[config.mk]
export PLATFORM = sky130hd
export DESIGN_NAME = nested_delimiter_finder_top
export DESIGN_NICKNAME = d
export VERILOG_FILES = /design/src/sv/ndf_pkg.sv /design/src/sv/ndf_cfg.sv /design/src/sv/ndf_front.sv /design/src/sv/ndf_back.sv /design/src/sv/nested_delimiter_finder_top.sv
export SDC_FILE = /design/constraint.sdc
export NUM_CORES = 1
export LEC_CHECK = 0
export ABC_AREA = 1
export ABC_CLOCK_PERIOD_IN_PS = 11600
export BUFFER_PORTS_ARGS = -buffer_cell sky130_fd_sc_hd__buf_2
export CORE_MARGIN = 2
export CORE_UTILIZATION = 41
export DETAILED_ROUTE_END_ITERATION = 10
export MAX_ROUTING_LAYER = met4
export PLACE_DENSITY_LB_ADDON = 0.25
export SLEW_MARGIN = 30
export SYNTH_ARGS = -nofsm -noshare
export SYNTH_HDL_FRONTEND = slang
export SYNTH_SLANG_ARGS = --single-unit
[constraint.sdc]
create_clock -name clk_i -period 11.6 [get_ports clk_i]
set_input_delay 1.16 -clock clk_i [delete_from_list [all_inputs] [get_ports clk_i]]
set_output_delay 1.16 -clock clk_i [all_outputs]
set_load 0.05 [all_outputs]
[src/sv/ndf_pkg.sv]
`timescale 1ns / 1ps

package ndf_pkg;

  localparam int unsigned CFG_DATA_W = 32;
  localparam int unsigned CFG_IDX_W  = 3;

  typedef logic [15:0] region_t;

  typedef enum logic [1:0] {
    ST_NONE     = 2'd0,
    ST_CLOSED   = 2'd1,
    ST_OPEN     = 2'd2,
    ST_OVERFLOW = 2'd3
  } status_e;

  typedef enum logic [CFG_IDX_W-1:0] {
    REG_OPEN_PATTERN  = 3'd0,
    REG_OPEN_LENGTH   = 3'd1,
    REG_CLOSE_PATTERN = 3'd2,
    REG_CLOSE_LENGTH  = 3'd3,
    REG_ESCAPE_ENABLE = 3'd4,
    REG_ESCAPE_BYTE   = 3'd5
  } cfg_idx_e;

  typedef struct packed {
    logic [31:0] open_pattern;
    logic [2:0]  open_length;
    logic [31:0] close_pattern;
    logic [2:0]  close_length;
    logic        escape_enable;
    logic [7:0]  escape_byte;
  } cfg_t;

  localparam logic [31:0] RST_OPEN_PATTERN  = 32'd123;
  localparam logic [2:0]  RST_OPEN_LENGTH   = 3'd1;
  localparam logic [31:0] RST_CLOSE_PATTERN = 32'd125;
  localparam logic [2:0]  RST_CLOSE_LENGTH  = 3'd1;
  localparam logic        RST_ESCAPE_ENABLE = 1'b0;
  localparam logic [7:0]  RST_ESCAPE_BYTE   = 8'd92;

endpackage

[src/sv/ndf_cfg.sv]
`timescale 1ns / 1ps

module ndf_cfg (
  input  logic                                clk_i,
  input  logic                                rst_ni,
  input  logic                                cfg_we_i,
  input  logic [ndf_pkg::CFG_IDX_W-1:0]       cfg_index_i,
  input  logic [ndf_pkg::CFG_DATA_W-1:0]      cfg_data_i,
  output ndf_pkg::cfg_t                       cfg_o
);

  ndf_pkg::cfg_t cfg_q;

  always_ff @(posedge clk_i or negedge rst_ni) begin
    if (!rst_ni) begin
      cfg_q.open_pattern  <= ndf_pkg::RST_OPEN_PATTERN;
      cfg_q.open_length   <= ndf_pkg::RST_OPEN_LENGTH;
      cfg_q.close_pattern <= ndf_pkg::RST_CLOSE_PATTERN;
      cfg_q.close_length  <= ndf_pkg::RST_CLOSE_LENGTH;
      cfg_q.escape_enable <= ndf_pkg::RST_ESCAPE_ENABLE;
      cfg_q.escape_byte   <= ndf_pkg::RST_ESCAPE_BYTE;
    end else if (cfg_we_i) begin
      case (ndf_pkg::cfg_idx_e'(cfg_index_i))
        ndf_pkg::REG_OPEN_PATTERN:  cfg_q.open_pattern  <= cfg_data_i[31:0];
        ndf_pkg::REG_OPEN_LENGTH:   cfg_q.open_length   <= cfg_data_i[2:0];
        ndf_pkg::REG_CLOSE_PATTERN: cfg_q.close_pattern <= cfg_data_i[31:0];
        ndf_pkg::REG_CLOSE_LENGTH:  cfg_q.close_length  <= cfg_data_i[2:0];
        ndf_pkg::REG_ESCAPE_ENABLE: cfg_q.escape_enable <= cfg_data_i[0];
        ndf_pkg::REG_ESCAPE_BYTE:   cfg_q.escape_byte   <= cfg_data_i[7:0];
        default: ;
      endcase
    end
  end

  assign cfg_o = cfg_q;

endmodule

[src/sv/ndf_front.sv]
`timescale 1ns / 1ps

module ndf_front #(
  parameter int unsigned MAX_DELIM = 4
) (
  input  logic                 clk_i,
  input  logic                 rst_ni,
  input  ndf_pkg::cfg_t        cfg_i,
  input  logic                 in_valid_i,
  output logic                 in_stall_o,
  input  logic [7:0]           char_in_i,
  input  logic                 end_of_text_i,
  output logic                 q_valid_o,
  input  logic                 q_pop_i,
  output logic                 q_last_o,
  output logic                 q_esc_o,
  output logic [MAX_DELIM-1:0] q_oeq_o,
  output logic [MAX_DELIM-1:0] q_ceq_o
);

  localparam int unsigned QD  = 4;
  localparam int unsigned QPW = $clog2(QD);
  localparam int unsigned QCW = $clog2(QD + 1);

  logic                 last_q [QD];
  logic                 esc_q  [QD];
  logic [MAX_DELIM-1:0] oeq_q  [QD];
  logic [MAX_DELIM-1:0] ceq_q  [QD];

  logic [QPW-1:0] wr_ptr_q, wr_ptr_d;
  logic [QPW-1:0] rd_ptr_q, rd_ptr_d;
  logic [QCW-1:0] count_q, count_d;

  logic                 push;
  logic                 pop;
  logic                 in_esc;
  logic [MAX_DELIM-1:0] in_oeq;
  logic [MAX_DELIM-1:0] in_ceq;

  assign in_stall_o = (count_q == QCW'(QD));
  assign push       = in_valid_i && !in_stall_o;
  assign pop        = q_pop_i && q_valid_o;

  // classify each byte against every delimiter slot and the escape byte
  always_comb begin
    in_esc = cfg_i.escape_enable && (char_in_i == cfg_i.escape_byte);
    for (int k = 0; k < MAX_DELIM; k++) begin
      in_oeq[k] = (char_in_i == 8'(cfg_i.open_pattern >> (8 * k)));
      in_ceq[k] = (char_in_i == 8'(cfg_i.close_pattern >> (8 * k)));
    end
  end

  always_comb begin
    wr_ptr_d = push ? wr_ptr_q + 1'b1 : wr_ptr_q;
    rd_ptr_d = pop ? rd_ptr_q + 1'b1 : rd_ptr_q;
    count_d  = count_q + QCW'(push) - QCW'(pop);
  end

  always_ff @(posedge clk_i or negedge rst_ni) begin
    if (!rst_ni) begin
      wr_ptr_q <= '0;
      rd_ptr_q <= '0;
      count_q  <= '0;
    end else begin
      wr_ptr_q <= wr_ptr_d;
      rd_ptr_q <= rd_ptr_d;
      count_q  <= count_d;
    end
  end

  always_ff @(posedge clk_i) begin
    if (push) begin
      last_q[wr_ptr_q] <= end_of_text_i;
      esc_q[wr_ptr_q]  <= in_esc;
      oeq_q[wr_ptr_q]  <= in_oeq;
      ceq_q[wr_ptr_q]  <= in_ceq;
    end
  end

  assign q_valid_o = (count_q != '0);
  assign q_last_o  = last_q[rd_ptr_q];
  assign q_esc_o   = esc_q[rd_ptr_q];
  assign q_oeq_o   = oeq_q[rd_ptr_q];
  assign q_ceq_o   = ceq_q[rd_ptr_q];

endmodule

[src/sv/ndf_back.sv]
`timescale 1ns / 1ps

module ndf_back #(
  parameter int unsigned MAX_DELIM   = 4,
  parameter int unsigned POS_WIDTH   = 16,
  parameter int unsigned DEPTH_WIDTH = 8
) (
  input  logic                 clk_i,
  input  logic                 rst_ni,
  input  ndf_pkg::cfg_t        cfg_i,
  input  logic                 q_valid_i,
  output logic                 q_pop_o,
  input  logic                 q_last_i,
  input  logic                 q_esc_i,
  input  logic [MAX_DELIM-1:0] q_oeq_i,
  input  logic [MAX_DELIM-1:0] q_ceq_i,
  output logic                 out_valid_o,
  input  logic                 out_stall_i,
  output logic [1:0]           status_o,
  output ndf_pkg::region_t     region_start_o,
  output ndf_pkg::region_t     region_length_o
);

  localparam int unsigned LW  = $clog2(MAX_DELIM + 1);
  localparam int unsigned IW  = (MAX_DELIM > 1) ? $clog2(MAX_DELIM) : 1;
  localparam int unsigned PW1 = POS_WIDTH + 1;

  // window: per held position, escape flag and per-slot compare bits
  logic [MAX_DELIM-1:0]                wesc_q, wesc_d, w_esc;
  logic [MAX_DELIM-1:0][MAX_DELIM-1:0] woeq_q, woeq_d, w_oeq;
  logic [MAX_DELIM-1:0][MAX_DELIM-1:0] wceq_q, wceq_d, w_ceq;

  logic [LW-1:0]          fill_q, fill_d, f;
  logic                   drain_q, drain_d;
  logic [PW1-1:0]         pos_q, pos_d;
  logic                   opened_q, opened_d;
  logic [POS_WIDTH-1:0]   open_pos_q, open_pos_d;
  logic [DEPTH_WIDTH-1:0] depth_q, depth_d;
  logic                   esc_pend_q, esc_pend_d;
  logic                   ans_q, ans_d;

  logic                   out_valid_q;
  ndf_pkg::status_e       status_q;
  ndf_pkg::region_t       start_q;
  ndf_pkg::region_t       len_q;

  logic                   out_free;
  logic                   back_go;
  logic                   do_test;
  logic [LW-1:0]          eff_o, eff_c;
  logic                   match_open, match_close;
  logic [PW1-1:0]         close_len;

  logic                   res_vld;
  ndf_pkg::status_e       res_status;
  logic [POS_WIDTH-1:0]   res_start;
  logic [POS_WIDTH-1:0]   res_len;

  assign out_free = !out_valid_q || !out_stall_i;
  assign back_go  = out_free && (drain_q || q_valid_i);
  assign q_pop_o  = out_free && !drain_q && q_valid_i;

  always_comb begin
    if (cfg_i.open_length == '0) begin
      eff_o = LW'(1);
    end else if (int'(cfg_i.open_length) > MAX_DELIM) begin
      eff_o = LW'(MAX_DELIM);
    end else begin
      eff_o = LW'(cfg_i.open_length);
    end
    if (cfg_i.close_length == '0) begin
      eff_c = LW'(1);
    end else if (int'(cfg_i.close_length) > MAX_DELIM) begin
      eff_c = LW'(MAX_DELIM);
    end else begin
      eff_c = LW'(cfg_i.close_length);
    end
  end

  // window seen by this cycle's test: append the queue head unless draining
  always_comb begin
    w_esc = wesc_q;
    w_oeq = woeq_q;
    w_ceq = wceq_q;
    f     = fill_q;
    if (!drain_q) begin
      w_esc[fill_q[IW-1:0]] = q_esc_i;
      w_oeq[fill_q[IW-1:0]] = q_oeq_i;
      w_ceq[fill_q[IW-1:0]] = q_ceq_i;
      f = fill_q + 1'b1;
    end
  end

  assign do_test = drain_q || (f == LW'(MAX_DELIM));

  always_comb begin
    match_open  = (eff_o <= f);
    match_close = (eff_c <= f);
    for (int k = 0; k < MAX_DELIM; k++) begin
      if (k < int'(eff_o) && !w_oeq[k][k]) match_open = 1'b0;
      if (k < int'(eff_c) && !w_ceq[k][k]) match_close = 1'b0;
    end
  end

  assign close_len = {1'b0, pos_q[POS_WIDTH-1:0]} + PW1'(eff_c) - {1'b0, open_pos_q};

  always_comb begin
    wesc_d     = wesc_q;
    woeq_d     = woeq_q;
    wceq_d     = wceq_q;
    fill_d     = fill_q;
    drain_d    = drain_q;
    pos_d      = pos_q;
    opened_d   = opened_q;
    open_pos_d = open_pos_q;
    depth_d    = depth_q;
    esc_pend_d = esc_pend_q;
    ans_d      = ans_q;
    res_vld    = 1'b0;
    res_status = ndf_pkg::ST_NONE;
    res_start  = '0;
    res_len    = '0;
    if (back_go) begin
      wesc_d = w_esc;
      woeq_d = w_oeq;
      wceq_d = w_ceq;
      fill_d = f;
      if (do_test) begin
        if (!ans_q) begin
          if (pos_q[POS_WIDTH]) begin
            res_vld    = 1'b1;
            res_status = ndf_pkg::ST_OVERFLOW;
            ans_d      = 1'b1;
          end else if (w_esc[0] && !esc_pend_q) begin
            esc_pend_d = 1'b1;
          end else if (!esc_pend_q && match_open) begin
            esc_pend_d = 1'b0;
            if (!opened_q) begin
              opened_d   = 1'b1;
              open_pos_d = pos_q[POS_WIDTH-1:0];
            end else if (&depth_q) begin
              res_vld    = 1'b1;
              res_status = ndf_pkg::ST_OVERFLOW;
              ans_d      = 1'b1;
            end else begin
              depth_d = depth_q + 1'b1;
            end
          end else if (!esc_pend_q && opened_q && match_close) begin
            esc_pend_d = 1'b0;
            if (depth_q == '0) begin
              res_vld = 1'b1;
              ans_d   = 1'b1;
              if (close_len[POS_WIDTH]) begin
                res_status = ndf_pkg::ST_OVERFLOW;
              end else begin
                res_status = ndf_pkg::ST_CLOSED;
                res_start  = open_pos_q;
                res_len    = close_len[POS_WIDTH-1:0];
              end
            end else begin
              depth_d = depth_q - 1'b1;
            end
          end else begin
            esc_pend_d = 1'b0;
          end
        end
        // drop the oldest position
        for (int k = 0; k < MAX_DELIM - 1; k++) begin
          wesc_d[k] = w_esc[k+1];
          woeq_d[k] = w_oeq[k+1];
          wceq_d[k] = w_ceq[k+1];
        end
        wesc_d[MAX_DELIM-1] = 1'b0;
        woeq_d[MAX_DELIM-1] = '0;
        wceq_d[MAX_DELIM-1] = '0;
        fill_d = f - 1'b1;
        if (!pos_q[POS_WIDTH]) pos_d = pos_q + 1'b1;
      end
      if (drain_q || q_last_i) begin
        if (fill_d == '0 || ans_d) begin
          if (!ans_d) begin
            res_vld = 1'b1;
            if (opened_d) begin
              res_status = ndf_pkg::ST_OPEN;
              res_start  = open_pos_d;
            end else begin
              res_status = ndf_pkg::ST_NONE;
            end
          end
          fill_d     = '0;
          drain_d    = 1'b0;
          pos_d      = '0;
          opened_d   = 1'b0;
          open_pos_d = '0;
          depth_d    = '0;
          esc_pend_d = 1'b0;
          ans_d      = 1'b0;
        end else begin
          drain_d = 1'b1;
        end
      end
    end
  end

  always_ff @(posedge clk_i or negedge rst_ni) begin
    if (!rst_ni) begin
      fill_q      <= '0;
      drain_q     <= 1'b0;
      pos_q       <= '0;
      opened_q    <= 1'b0;
      open_pos_q  <= '0;
      depth_q     <= '0;
      esc_pend_q  <= 1'b0;
      ans_q       <= 1'b0;
      out_valid_q <= 1'b0;
    end else begin
      fill_q     <= fill_d;
      drain_q    <= drain_d;
      pos_q      <= pos_d;
      opened_q   <= opened_d;
      open_pos_q <= open_pos_d;
      depth_q    <= depth_d;
      esc_pend_q <= esc_pend_d;
      ans_q      <= ans_d;
      if (out_free) out_valid_q <= res_vld;
    end
  end

  always_ff @(posedge clk_i) begin
    wesc_q <= wesc_d;
    woeq_q <= woeq_d;
    wceq_q <= wceq_d;
    if (out_free && res_vld) begin
      status_q <= res_status;
      start_q  <= ndf_pkg::region_t'(res_start);
      len_q    <= ndf_pkg::region_t'(res_len);
    end
  end

  assign out_valid_o     = out_valid_q;
  assign status_o        = status_q;
  assign region_start_o  = start_q;
  assign region_length_o = len_q;

endmodule

[src/sv/nested_delimiter_finder_top.sv]
`timescale 1ns / 1ps

// Finds the first region in a byte string that opens with the start delimiter and closes
// with its matching end delimiter, counting nested openings and honoring an optional
// escape byte, and gives exactly one item per string: closed region (start and length
// through the end delimiter), open region, none found, or overflow. Bytes enter one per
// cycle, unless the queue is full and stalls the input, into a four-item queue where each
// is compared against every delimiter slot; a back end walks a window of MAX_DELIM
// positions and, once it is full, tests one position per cycle while bytes arrive.
// After the last byte the positions still held in the window are tested one per cycle;
// the next string waits in the queue meanwhile. Once a result has been decided before the
// last byte, the window is cleared at the last byte without testing the held positions.
// A result waiting in the output register holds the back end. Closed and overflow
// results appear as soon as decided; open and none-found results follow the last byte.
// Write the configuration registers only while no string is in flight.
module nested_delimiter_finder_top #(
  parameter int unsigned MAX_DELIM   = 4,
  parameter int unsigned POS_WIDTH   = 16,
  parameter int unsigned DEPTH_WIDTH = 8
) (
  input  logic                           clk_i,
  input  logic                           rst_ni,
  input  logic                           cfg_we_i,
  input  logic [ndf_pkg::CFG_IDX_W-1:0]  cfg_index_i,
  input  logic [ndf_pkg::CFG_DATA_W-1:0] cfg_data_i,
  input  logic                           in_valid_i,
  output logic                           in_stall_o,
  input  logic [7:0]                     char_in_i,
  input  logic                           end_of_text_i,
  output logic                           out_valid_o,
  input  logic                           out_stall_i,
  output logic [1:0]                     status_o,
  output logic [15:0]                    region_start_o,
  output logic [15:0]                    region_length_o
);

  ndf_pkg::cfg_t        cfg;
  logic                 q_valid;
  logic                 q_pop;
  logic                 q_last;
  logic                 q_esc;
  logic [MAX_DELIM-1:0] q_oeq;
  logic [MAX_DELIM-1:0] q_ceq;

  ndf_cfg u_cfg (
    .clk_i       (clk_i),
    .rst_ni      (rst_ni),
    .cfg_we_i    (cfg_we_i),
    .cfg_index_i (cfg_index_i),
    .cfg_data_i  (cfg_data_i),
    .cfg_o       (cfg)
  );

  ndf_front #(
    .MAX_DELIM (MAX_DELIM)
  ) u_front (
    .clk_i         (clk_i),
    .rst_ni        (rst_ni),
    .cfg_i         (cfg),
    .in_valid_i    (in_valid_i),
    .in_stall_o    (in_stall_o),
    .char_in_i     (char_in_i),
    .end_of_text_i (end_of_text_i),
    .q_valid_o     (q_valid),
    .q_pop_i       (q_pop),
    .q_last_o      (q_last),
    .q_esc_o       (q_esc),
    .q_oeq_o       (q_oeq),
    .q_ceq_o       (q_ceq)
  );

  ndf_back #(
    .MAX_DELIM   (MAX_DELIM),
    .POS_WIDTH   (POS_WIDTH),
    .DEPTH_WIDTH (DEPTH_WIDTH)
  ) u_back (
    .clk_i           (clk_i),
    .rst_ni          (rst_ni),
    .cfg_i           (cfg),
    .q_valid_i       (q_valid),
    .q_pop_o         (q_pop),
    .q_last_i        (q_last),
    .q_esc_i         (q_esc),
    .q_oeq_i         (q_oeq),
    .q_ceq_i         (q_ceq),
    .out_valid_o     (out_valid_o),
    .out_stall_i     (out_stall_i),
    .status_o        (status_o),
    .region_start_o  (region_start_o),
    .region_length_o (region_length_o)
  );

endmodule

* Yosys cells after proc, flatten, opt, wreduce, memory -nomap -nowiden
Memory sizes are Yosys's and may differ from the RTL's.
Cells that the tools add are included.
Widths: inputs -> output; s select.
** Storage, ports and cells
- Flip-flop bits (word level) :: 205
- RAM bits :: 40
- Input port bits :: 49
- Logic and storage cells :: 251
- Memories kept :: 4
** Memory list
- u_front.ceq_q :: depth 4, width 4, rd ports 1, clocked after Yosys merged registers in 0, wr ports 1, RTL line ndf_front.sv:28 : logic [MAX_DELIM-1:0] ceq_q [QD];
- u_front.oeq_q :: depth 4, width 4, rd ports 1, clocked after Yosys merged registers in 0, wr ports 1, RTL line ndf_front.sv:27 : logic [MAX_DELIM-1:0] oeq_q [QD];
- u_front.esc_q :: depth 4, width 1, rd ports 1, clocked after Yosys merged registers in 0, wr ports 1, RTL line ndf_front.sv:26 : logic esc_q [QD];
- u_front.last_q :: depth 4, width 1, rd ports 1, clocked after Yosys merged registers in 0, wr ports 1, RTL line ndf_front.sv:25 : logic last_q [QD];
** Operators by class
- $add $sub $neg :: 11
- Magnitude comparators :: 14
- Eq/ne operators :: 17
- Mux-type cells :: 114
- Bitwise gates (word level) :: 4
- Reduce and logical (&&, ||, !) cells :: 54
** Operators with widths (number)
- $mux 16 :: 22
- $mux 8 :: 11
- $eq 8x8->1 :: 9
- $mux 17 :: 4
- $mux 1 :: 44
- $bwmux 16 :: 2
- $mux 3 :: 10
- $mux 2 :: 14
- $mux 12 :: 2
- $logic_and 1x1->1 :: 20
- $add 16x3->17 :: 1
- $add 17x1->17 const B :: 1
- $sub 17x16->17 :: 1
- $reduce_and 2->1 :: 8
- $logic_not 1->1 :: 13
- $eq 3x3->1 const B :: 4
- $logic_not 3->1 :: 4
- $lt 1x3->1 const A :: 4
- $lt 2x3->1 const A :: 4
- $reduce_or 9->1 :: 1
- $add 8x1->8 const B :: 1
- $demux 4 s2 :: 1
- $logic_not 8->1 :: 1
- $mux 4 :: 2
- 19 further kinds :: 30

* Logic depth before layout (Yosys ltp)
Gate-level depths: netlist (run 1).
- Depth after elaboration :: 25
- Depth in mapped cells :: 22
- Mapped depth without buffers :: 21

* Modules after synthesis
A second synthesis (run 1) with hierarchy kept.
** Second synthesis, totals
- Cell total of the unflattened synthesis :: 1545
- Area total of the unflattened synthesis :: 13262.7 µm²
** By module, submodules not included
- ndf_back :: instances 1, cells an instance 860, area each 7089.3 µm²
- ndf_cfg :: instances 1, cells an instance 355, area each 3234.4 µm²
- ndf_front :: instances 1, cells an instance 330, area each 2939.1 µm²

* Least setup slack after synthesis (run 1)
Ideal clock, no wire load.
- Path type :: register -> register
- Start point :: register u_back.fill_q[0]
- End point :: register u_back.len_q[0], in the netlist u_back.region_length_o[0] (enable)
- Setup time :: 389 ps
- Arrival time :: 3295 ps
- Data required time :: 11211 ps
- Setup slack :: 7917 ps
- Stages on the path, launching flop included :: 20
- Path buffers :: 0
- Path through :: dfrtp_1 -> inv_1 -> ha_1 -> o21ai_0 -> ha_1 -> nand3_1 -> nand2_1 -> a21oi_1 -> nand2_2 -> nor2_4 -> nand2_4 -> nand2_2 -> nand2_1 -> nand2_2 -> nand2_4 -> nand3_2 -> nand2_4 -> o21ai_0 -> nand2_1 -> inv_1
** Between the ends
- Word-level cells in the longest chain between the ends :: 25
** RTL lines
- from (decl) :: RTL line ndf_back.sv:33 : logic [LW-1:0] fill_q, fill_d, f;
- from (signal assigned) :: RTL line ndf_back.sv:217 : fill_q <= fill_d;
- $lt 2x3->1 (implied by the code) or $ge 2x1->1 (tied branches) :: RTL line ndf_back.sv:87, ndf_back.sv:88, ndf_back.sv:89
- $logic_and 1x1->1 (implied by the code) :: RTL line ndf_back.sv:87, ndf_back.sv:88, ndf_back.sv:89
- $mux 4 (implied by the code) :: RTL line ndf_back.sv:88, ndf_back.sv:89
- $demux 4 s2
- $bwmux 16 :: RTL line ndf_back.sv:89 : w_ceq[fill_q[IW-1:0]] = q_ceq_i;
- $mux 16 :: RTL line ndf_back.sv:86 : if (!drain_q) begin
- $logic_not 1->1 :: RTL line ndf_back.sv:101 : if (k < int'(eff_c) && !w_ceq[k][k]) match_close = 1'b0;
- $logic_and 1x1->1 :: RTL line ndf_back.sv:101
- [... 9 more ...]
- $mux 1 :: RTL line ndf_back.sv:129 : if (!ans_q) begin
- $mux 1 :: RTL line ndf_back.sv:128 : if (do_test) begin
- $mux 1 :: RTL line ndf_back.sv:123 : if (back_go) begin
- $mux 1 or $logic_or 1x1->1 (tied branches) :: RTL line ndf_back.sv:181, ndf_back.sv:180
- $mux 1 :: RTL line ndf_back.sv:180 : if (fill_d == '0 || ans_d) begin
- $mux 1 (*) :: RTL line ndf_back.sv:179 : if (drain_q || q_last_i) begin
- $mux 1 (*) :: RTL line ndf_back.sv:123
- $logic_and 1x1->1 (*) :: RTL line ndf_back.sv:233 : if (out_free && res_vld) begin
- to (signal assigned) :: RTL line ndf_back.sv:236 : len_q <= ndf_pkg::region_t'(res_len);
- to (decl) :: RTL line ndf_back.sv:45 : ndf_pkg::region_t len_q;
Mark *: on every way between the ends. The rest lies on a longest branch, timed or not. The select of a mux whose other input is x is not followed.
A chain may end at the register's enable or synchronous reset.

* Worst setup path in the final report (run 1)
- Start point :: register u_back.fill_q[0]
- End point :: register u_back.len_q[3], in the netlist u_back.region_length_o[3] (enable)
Same word-level chain as after synthesis.

==> results.md, run 1 <==
* Status: completed
* Clk slew on worst S/H paths at 60 ps
* Ys async rst share at 57.9%
* Longest Clk Path Bufs at 3
* Area of the mapped netlist at 13000 sq um
* Clk sinks at 233
* GPL Wtd Cong at 0.889
* Leading post-synthesis cells by cell area: edfxtp_1 (23%), dfrtp_1 (22%), nand2_1 (9.7%)
* Worst Max-Slew Pin Slew at 765 ps
* Final Max Tran Viols at 0
* Cell taking the most area after synthesis: edfxtp_1
* Via Count at 9750
* PostCTS Resize Cnt at 0
* GRT Util Overall at 18.7%
* Hold path depth at 2
* CTS Buf Count at 26
* Diodes inserted at 0
* Synth Net Count at 1575
* Port Buf Inserts at 84
* Relative slew margins at 48.5%
* Post-route ant nets at 0
* P per Cell Area at 277 nW/um^2
* Ys Warns at 0
* Routed WL per cell at 14.8 um
* Hold-fix buffers, CTS at 0
* Leak Pwr at 6.70 nW
* Dpl ws at 6910 ps
* Die area at 33200 sq um
* Power Total at 4.03 mW
* Crit path launch type: flop
* Final Net Count at 1636
* Yosys cell types at 52
* Final-report hold violation count at 0
* DIE HEIGHT at 182 um
* Yosys reg bits at 233
* CP peak stage delay at 490 ps
* Slowest cell on the critical path: o21ai_0
* Critical R2R Launch: u_back.fill_q[0]$_DFFE_PN0P_
* # rows at 65
* Critical path class: flop to flop
* Final Cycle Share at 40.8%
* Crit Path Max Fanout at 24
* Period minus WS final at 4730 ps
* Worst Hold Class: flop to flop
* Worst Path Required at 11800 ps
* First-pass GRT wire length at 48900 um
* Vias in the first global route at 9560
* Initial antenna violation count at 0
* RSZ-0062 raised after global routing: no
* Core region area at 31400 sq um
* EDFF count, synth at 98
* Largest net degree at the start of global routing at 69
* DRT Pass-1 Iters at 7
* Worst setup startpoint: u_back.fill_q[0]$_DFFE_PN0P_
* Worst vdd ir at 0.122 mV
* Max Fclk at 0.211 GHz
* Share of the synthesized area in the top cell type at 22.6%
* Total Wirelength at 29000 um
* R2r endpoint: u_back.region_length_o[3]$_SDFFCE_PP0P_
* TritonCTS clock tree: yes
* Final setup margin at 6870 ps
* Commonest cells in the netlist: nand2_1 (335), inv_1 (165), o21ai_0 (138)
* Post-CTS setup buffer count at 0
* Syn-to-layout area delta at 11.7%
* Most frequent cell after synthesis: nand2_1
* Later-pin clock latency in the skew report at 540 ps
* Root Driver: clkbuf_16
* R2R cell count at 20
* Number of setup violations in the final report at 0
* DIE WIDTH at 182 um
* Sequence of cells on the critical path: inv_1, ha_1, o21ai_0, ha_1, nand2_1, o21ai_0, a21oi_1, nand2_1, nor2_1, nand3_1, nand2_2, nand2_1, nand2_2, nand2_4, nand3_2, nand2_4, o21ai_0, nand2_1, inv_1, buf_4
* Dpl hpwl at 20000 um
* Setup TNS at 0 ps
* Layout cells sized above 1 at 15.3%
* Cell with the most instances on the worst path: nand2_1
* CP Capture Type: flop
* Arr. time, crit path at 4930 ps
* I/O pin total at 85
* Max_cap viols at 0
* Vias/cell at 4.99
* Clock skew at 23.4 ps
* Post-Syn Instances at 1471
* DRC violations left at 0
* Seq/Total Area, Yosys at 48.7%
* Worst reg-to-reg setup slack at 6870 ps
* Primary FF master, synth: dfrtp_1
* Initial Util at 41.5%
* H-tree depth at 1
* Total grt overflow at 0
* CP Capture Point: u_back.region_length_o[3]$_SDFFCE_PP0P_
* Syn_area_per_cell at 8.85 sq um
* Initial DRC Count at 639
## per-layer routing
| metal | share of wire, % | global-route usage [%] | vias up |
|---|---|---|---|
| met2 | 46 | 29.7 | 200 |
| met1 | 48 | 25.7 | 4565 |
| met4 | 2.1 | 4.39 | 0 |
| met3 | 4.4 | 2.31 | 38 |
| met5 | 0 | - | - |
| li1 | - | - | 4947 |
## final cells by class
type | count | area (sq um)
sequential | 233 | 6340
fill | 3073 | 16900
clock buffer | 35 | 694
multi-input combinational | 1008 | 5750
inverter | 173 | 668
clock inverter | 13 | 103
tap | 402 | 503
timing repair buffer | 90 | 475
## critical path: cells and delay by family (launching register included)
kind	cells	cell delay (ps)
fa+ha+maj	2	670
compound gates	4	840
simple gates	11	1550
flops	1	430
buf+inv	3	900
## flip-flops by register name (all words and copies together), names as in the netlist, 2 cells and up
name and flops:
u_back.status_o 2, u_back.woeq_q 10, u_back.region_start_o 16, u_back.open_pos_q 16, u_front.last_q 4, u_back.fill_q 3, u_front.wr_ptr_q 2, u_back.region_length_o 16
u_front.oeq_q 16, u_back.wceq_q 10, u_back.pos_q 17, u_back.wesc_q 4, u_front.count_q 3, u_back.depth_q 8, u_front.esc_q 4, u_front.ceq_q 16
u_cfg.cfg_o 79, u_front.rd_ptr_q 2
## worst min path at each step
| stage | from | endpoint | slack [ps] |
|---|---|---|---|
| after global routing | u_back.open_pos_q[4]$_DFFE_PN0P_ | u_back.open_pos_q[4]$_DFFE_PN0P_ | 510 |
| after CTS | u_cfg.cfg_o[7]$_DFFE_PN0P_ | u_cfg.cfg_o[7]$_DFFE_PN0P_ | 490 |
| after floorplan | u_cfg.cfg_o[7]$_DFFE_PN0P_ | u_cfg.cfg_o[7]$_DFFE_PN0P_ | 450 |
| after global placement | u_back.open_pos_q[15]$_DFFE_PN0P_ | u_back.open_pos_q[15]$_DFFE_PN0P_ | 460 |
| final | u_cfg.cfg_o[7]$_DFFE_PN0P_ | u_cfg.cfg_o[7]$_DFFE_PN0P_ | 480 |
| after detailed placement | u_cfg.cfg_o[7]$_DFFE_PN0P_ | u_cfg.cfg_o[7]$_DFFE_PN0P_ | 480 |
## cells by family (layout without fill, tap and decap cells)
family / count (synthesis) / after routing / synth area share, %
AOI/OAI and AO/OA: 256 / 256 / 11.4
DFF: 233 / 233 / 48.7
buffers and inverters: 230 / 311 / 7.36
xor gates and xnor gates: 101 / 101 / 6.85
and+or+nand+nor: 592 / 592 / 19.9
adders and majority gates: 55 / 55 / 5.46
muxes: 4 / 4 / 0.308
## layout by cell type (no fill, tap or decap), types with 3 or more instances in the layout
master / Yosys / routed
clkinv_2: 0 / 8
a21o_1: 3 / 3
clkbuf_16: 0 / 26
edfxtp_1: 98 / 98
nor2_1: 111 / 105
nor2_4: 6 / 7
a21oi_1: 42 / 42
or2_2: 8 / 8
ha_1: 52 / 52
a31oi_1: 5 / 5
inv_1: 165 / 164
nand3_2: 4 / 4
mux2i_1: 4 / 4
clkbuf_1: 35 / 8
nand4_1: 25 / 25
nand2_4: 8 / 8
buf_2: 10 / 83
nand2_2: 5 / 5
fa_1: 3 / 3
nand3_1: 66 / 65
xnor2_1: 68 / 68
dfrtp_1: 117 / 117
o21ai_0: 138 / 138
inv_2: 6 / 7
nor3_1: 12 / 12
nor4_1: 5 / 5
a21oi_2: 9 / 9
o22ai_1: 3 / 3
o21ai_1: 14 / 13
dfstp_2: 18 / 18
nand2_1: 335 / 335
nor2_2: 1 / 6
xor2_1: 32 / 32
buf_4: 4 / 5
o21ai_2: 31 / 32
## power by group
part | total [mW] | switching [mW] | internal, mW
sequential | 1.33 | 0.149 | 1.18
combinational | 1.92 | 1.34 | 0.581
clock | 0.777 | 0.334 | 0.443
## stage by stage
stage	std cells	util (%)	hold slack [ps]	cell area, sq um
2_1_floorplan	1471	-	453	13000
3_3_place_gp	1906	43.7	464	13700
3_5_place_dp	1906	43.7	477	13700
4_1_cts	1954	46.3	491	14500
5_1_grt	1954	46.3	506	14500
6_report	1954	46.3	484	14500
Note: power is estimated with default switching activity, not from simulation.
==> run 2: changes to the inputs <==
Settings changed: ABC_AREA 1 to 0, ABC_CLOCK_PERIOD_IN_PS 11600 to 4550.
Clock period 11.6 ns to 4.55 ns, I/O delays scaled along.
==> run 2 against run 1 <==
Effect of this change:
- sequential power grew 150%
- hold slack lost 480 ps
- first-iteration DRC count shrank 15%
- clock skew decreased by 15 ps
- die area decreased by 5.3%
- non-clock buffer count grew 16
- clock power grew to 2.6 times the previous value
- sequential cell count unchanged
- global-route usage shrank 0.11 points
- largest power group unchanged
==> results.md, run 2 <==
* R2R cell count at 11 (-45%)
* Fillers at 2742 (-11%)
* Total grt overflow at 0 (unchanged)
* Ys Warns at 0 (unchanged)
* Period minus WS final at 4190 ps (-543 ps)
* Most common cell after layout, fill and taps aside: dfrtp_1
* Status: completed
* Switch share at 40.0% (-5.2 points)
* Die area at 31400 sq um (-5.3%)
* Worst Max-Slew Pin Slew at 973 ps (+208 ps)
* Dpl ws at 243 ps (-6670 ps)
* Area of the mapped netlist at 12300 sq um (-5.5%)
* Routed WL per cell at 17.9 um (+21%)
* Syn_area_per_cell at 12.1 sq um (+36%)
* Final setup margin at 364 ps (-6510 ps)
* Leading post-synthesis cells by cell area: edfxtp_1 (24%), dfrtp_1 (24%), mux2_2 (7.1%)
* Syn-to-layout area delta at 14.4%
* RSZ-0062 raised after global routing: no
* Cell Int Power at 5.59 mW (+150%)
* Initial DRC Count at 545 (-15%)
* M3 GR Usage at 3.44% (+1.1 points)
* GRT Util Overall at 18.6% (-0.11 points)
* Dpl hpwl at 19600 um (-2.5%)
* Sequential Power Share at 35.2% (+2.2 points)
* Final Instance Area at 14100 sq um (-3.2%)
* Non-filler instance count after layout at 1526 (-22%)
* Seq/Total Area, Yosys at 51.6% (+2.8 points)
* Sw power at 3.73 mW (+110%)
* Worst Path Required at 5020 ps (-6780 ps)
* Final Max Tran Viols at 0 (unchanged)
* Max Fclk at 0.239 GHz (+13%)
* DRC violations left at 0 (unchanged)
* Total Wirelength at 27300 um (-5.8%)
* Crit Path Max Fanout at 16 (-33%)
* CP Capture Type: flop
* Vias in the first global route at 8472 (-11%)
* Primary FF master, synth: dfrtp_1
* P per Cell Area at 662 nW/um^2 (+140%)
* Port Buf Inserts at 84 (unchanged)
* GPL Wtd Cong at 0.819 (-7.9%)
* Largest net degree at the start of global routing at 98 (+42%)
* Cell taking the most area after synthesis: edfxtp_1
* Initial antenna violation count at 4 (+4)
* Arr. time, crit path at 4660 ps (-270 ps)
* # rows at 63 (-3.1%)
* Yosys reg bits at 233 (unchanged)
* Clock Power Share at 21.8% (+2.5 points)
* GR Layer Usage met2 at 30.1% (+0.40 points)
* Placed Area at 13200 sq um (-3.7%)
* I/O pin total at 85 (unchanged)
* Commonest cells in the netlist: dfrtp_1 (117), edfxtp_1 (98), xnor2_1 (85)
* Worst setup startpoint: u_back.fill_q[0]$_DFFE_PN0P_
* Share of the synthesized area in the top cell type at 23.9% (+1.3 points)
* Post-CTS setup buffer count at 0 (unchanged)
* Critical path class: flop to flop
* Critical R2R Launch: u_back.fill_q[0]$_DFFE_PN0P_
* Relative slew margins at 34.3% (-14 points)
* Met1 Resource Use GR at 24.1% (-1.6 points)
* Final-report hold violation count at 0 (unchanged)
* Crit path launch type: flop
* Number of setup violations in the final report at 0 (unchanged)
* Later-pin clock latency in the skew report at 540 ps (about the same)
* CTS Buf Count at 27 (+3.8%)
* DIE WIDTH at 177 um (-2.7%)
* Layout cells sized above 1 at 23.5% (+8.2 points)
* Final Cycle Share at 92.0% (+51 points)
* DIE HEIGHT at 177 um (-2.7%)
* Area of the multi-input gates at 5600 sq um (-2.6%)
* Via Count at 8178 (-16%)
* Core region area at 29600 sq um (-5.8%)
* Yosys cell types at 70 (+35%)
* DRT Pass-1 Iters at 6 (-1)
* Most frequent cells in the layout: dfrtp_1 (117), edfxtp_1 (98), xnor2_1 (85)
* Initial Util at 41.6% (+0.17 points)
* Ys async rst share at 57.9% (unchanged)
* EDFF count, synth at 98 (unchanged)
* Root Driver: clkbuf_16
* Grt peak-use layer: met2
* First-pass GRT wire length at 45200 um (-7.6%)
* H-tree depth at 1 (unchanged)
* Worst vdd ir at 0.282 mV (+130%)
* Post-Syn Instances at 1020 (-31%)
* Synth Net Count at 1124 (-29%)
* Final Net Count at 1214 (-26%)
* Most frequent cell after synthesis: dfrtp_1
* Largest register FFs at 79 (unchanged)
* Leak Pwr at 5.78 nW (-14%)
* Clock skew at 8.11 ps (-15.3 ps)
* Longest Clk Path Bufs at 3 (unchanged)
* Clk slew on worst S/H paths at 60 ps (about the same)
* Clk sinks at 233 (unchanged)
* Vias/cell at 5.36 (+7.4%)
* Worst reg-to-reg setup slack at 360 ps (-6510 ps)
* Area taken by flip-flops and latches at 6340 sq um (unchanged)
* Setup TNS at 0 ps (unchanged)
* Max_cap viols at 0 (unchanged)
* Post-route ant nets at 0 (unchanged)
* Cell Count Post-Placement at 1471 (-23%)
* TritonCTS clock tree: yes
* Combinational share of power at 42.9% (-4.8 points)
* R2r endpoint: u_back.open_pos_q[2]$_DFFE_PN0P_
* Worst Hold Class: primary input to async pin
[run 2: changes by cell type after synthesis, sizes merged, moves of 39 or more]
cell   delta
inv     -118
nand2   -319
mux2i    +39
o21ai   -164
mux2     +78
nand3    -50
[run 2: how the worst max path moves through the flow]
stage | slack (ps) | to | cells past startpoint
5_1_grt | 40 | u_back.region_start_o[7]$_SDFFCE_PN0P_ | 14
4_1_cts | 210 | u_back.region_start_o[2]$_SDFFCE_PN0P_ | 12
2_1_floorplan | 440 | u_back.region_length_o[0]$_SDFFCE_PP0P_ | 11
6_report | 360 | u_back.open_pos_q[2]$_DFFE_PN0P_ | 11
3_3_place_gp | 370 | u_back.open_pos_q[12]$_DFFE_PN0P_ | 11
3_5_place_dp | 240 | u_back.region_start_o[2]$_SDFFCE_PN0P_ | 12
[run 2: kinds of logic (layout without fill, tap and decap cells)]
family	after synthesis	count (layout)	synth area share [%]
multiplexers	131	131	12.5
other	0	5	0
adder cells (fa/ha/maj)	55	55	5.78
AO/OA/AOI/OAI	157	157	9.61
XOR/XNOR	108	108	7.69
buffers and inverters	99	210	3.24
AND/OR/NAND/NOR	237	237	9.66
flip-flops	233	233	51.6
[run 2: what timing repair did]
action	in CTS	in global routing
setup endpoints to repair	0	8
resized for setup	0	1
hold buffers	0	0
[run 2: power groups by stage]
stage | Combinational, mW | Sequential, mW | Clock [mW]
3_3_place_gp | 3.96 | 3.31 | 0
3_5_place_dp | 4.01 | 3.32 | 0
4_1_cts | 4.03 | 3.29 | 2.09
5_1_grt | 4.42 | 3.36 | 2.17
6_report | 4.00 | 3.28 | 2.04
2_1_floorplan | 2.66 | 3.62 | 0
[run 2: area by class of cell]
cell class,instances,area share (%)
well taps,390,3.47
clock buffers,39,5.48
diodes,5,0.0889
multi-input cells,688,39.8
inverters,54,1.44
clock inverters,11,0.480
repair buffers,106,4.22
flip-flops and latches,233,45.1
[run 2: worst max-delay path, stage by stage (launching register included)]
cell and delay (ps):
dfrtp_1 520, inv_1 150, ha_1 340, mux2i_1 370, ha_1 330, a211o_1 270, a211oi_2 250, o211a_1 460
o2111a_2 340, o31a_1 320, a21o_1 520, a22o_1 230
[run 2: stage by stage]
stage                     utilization (%)  power (mW)  hold WS, ps
after detailed placement             44.7        7.34          494
after global placement               44.7        7.26          483
after CTS                            47.5        9.41         81.4
after floorplan                         -        6.28          159
final                                47.6        9.32        0.269
after global routing                 47.6        9.96         76.2
[run 2: routing by layer]
metal / up-vias / wire (um)
li1: 3921 / -
met1: 4022 / 12100
met2: 180 / 13000
met3: 55 / 1440
met4: 0 / 690
met5: - / 0
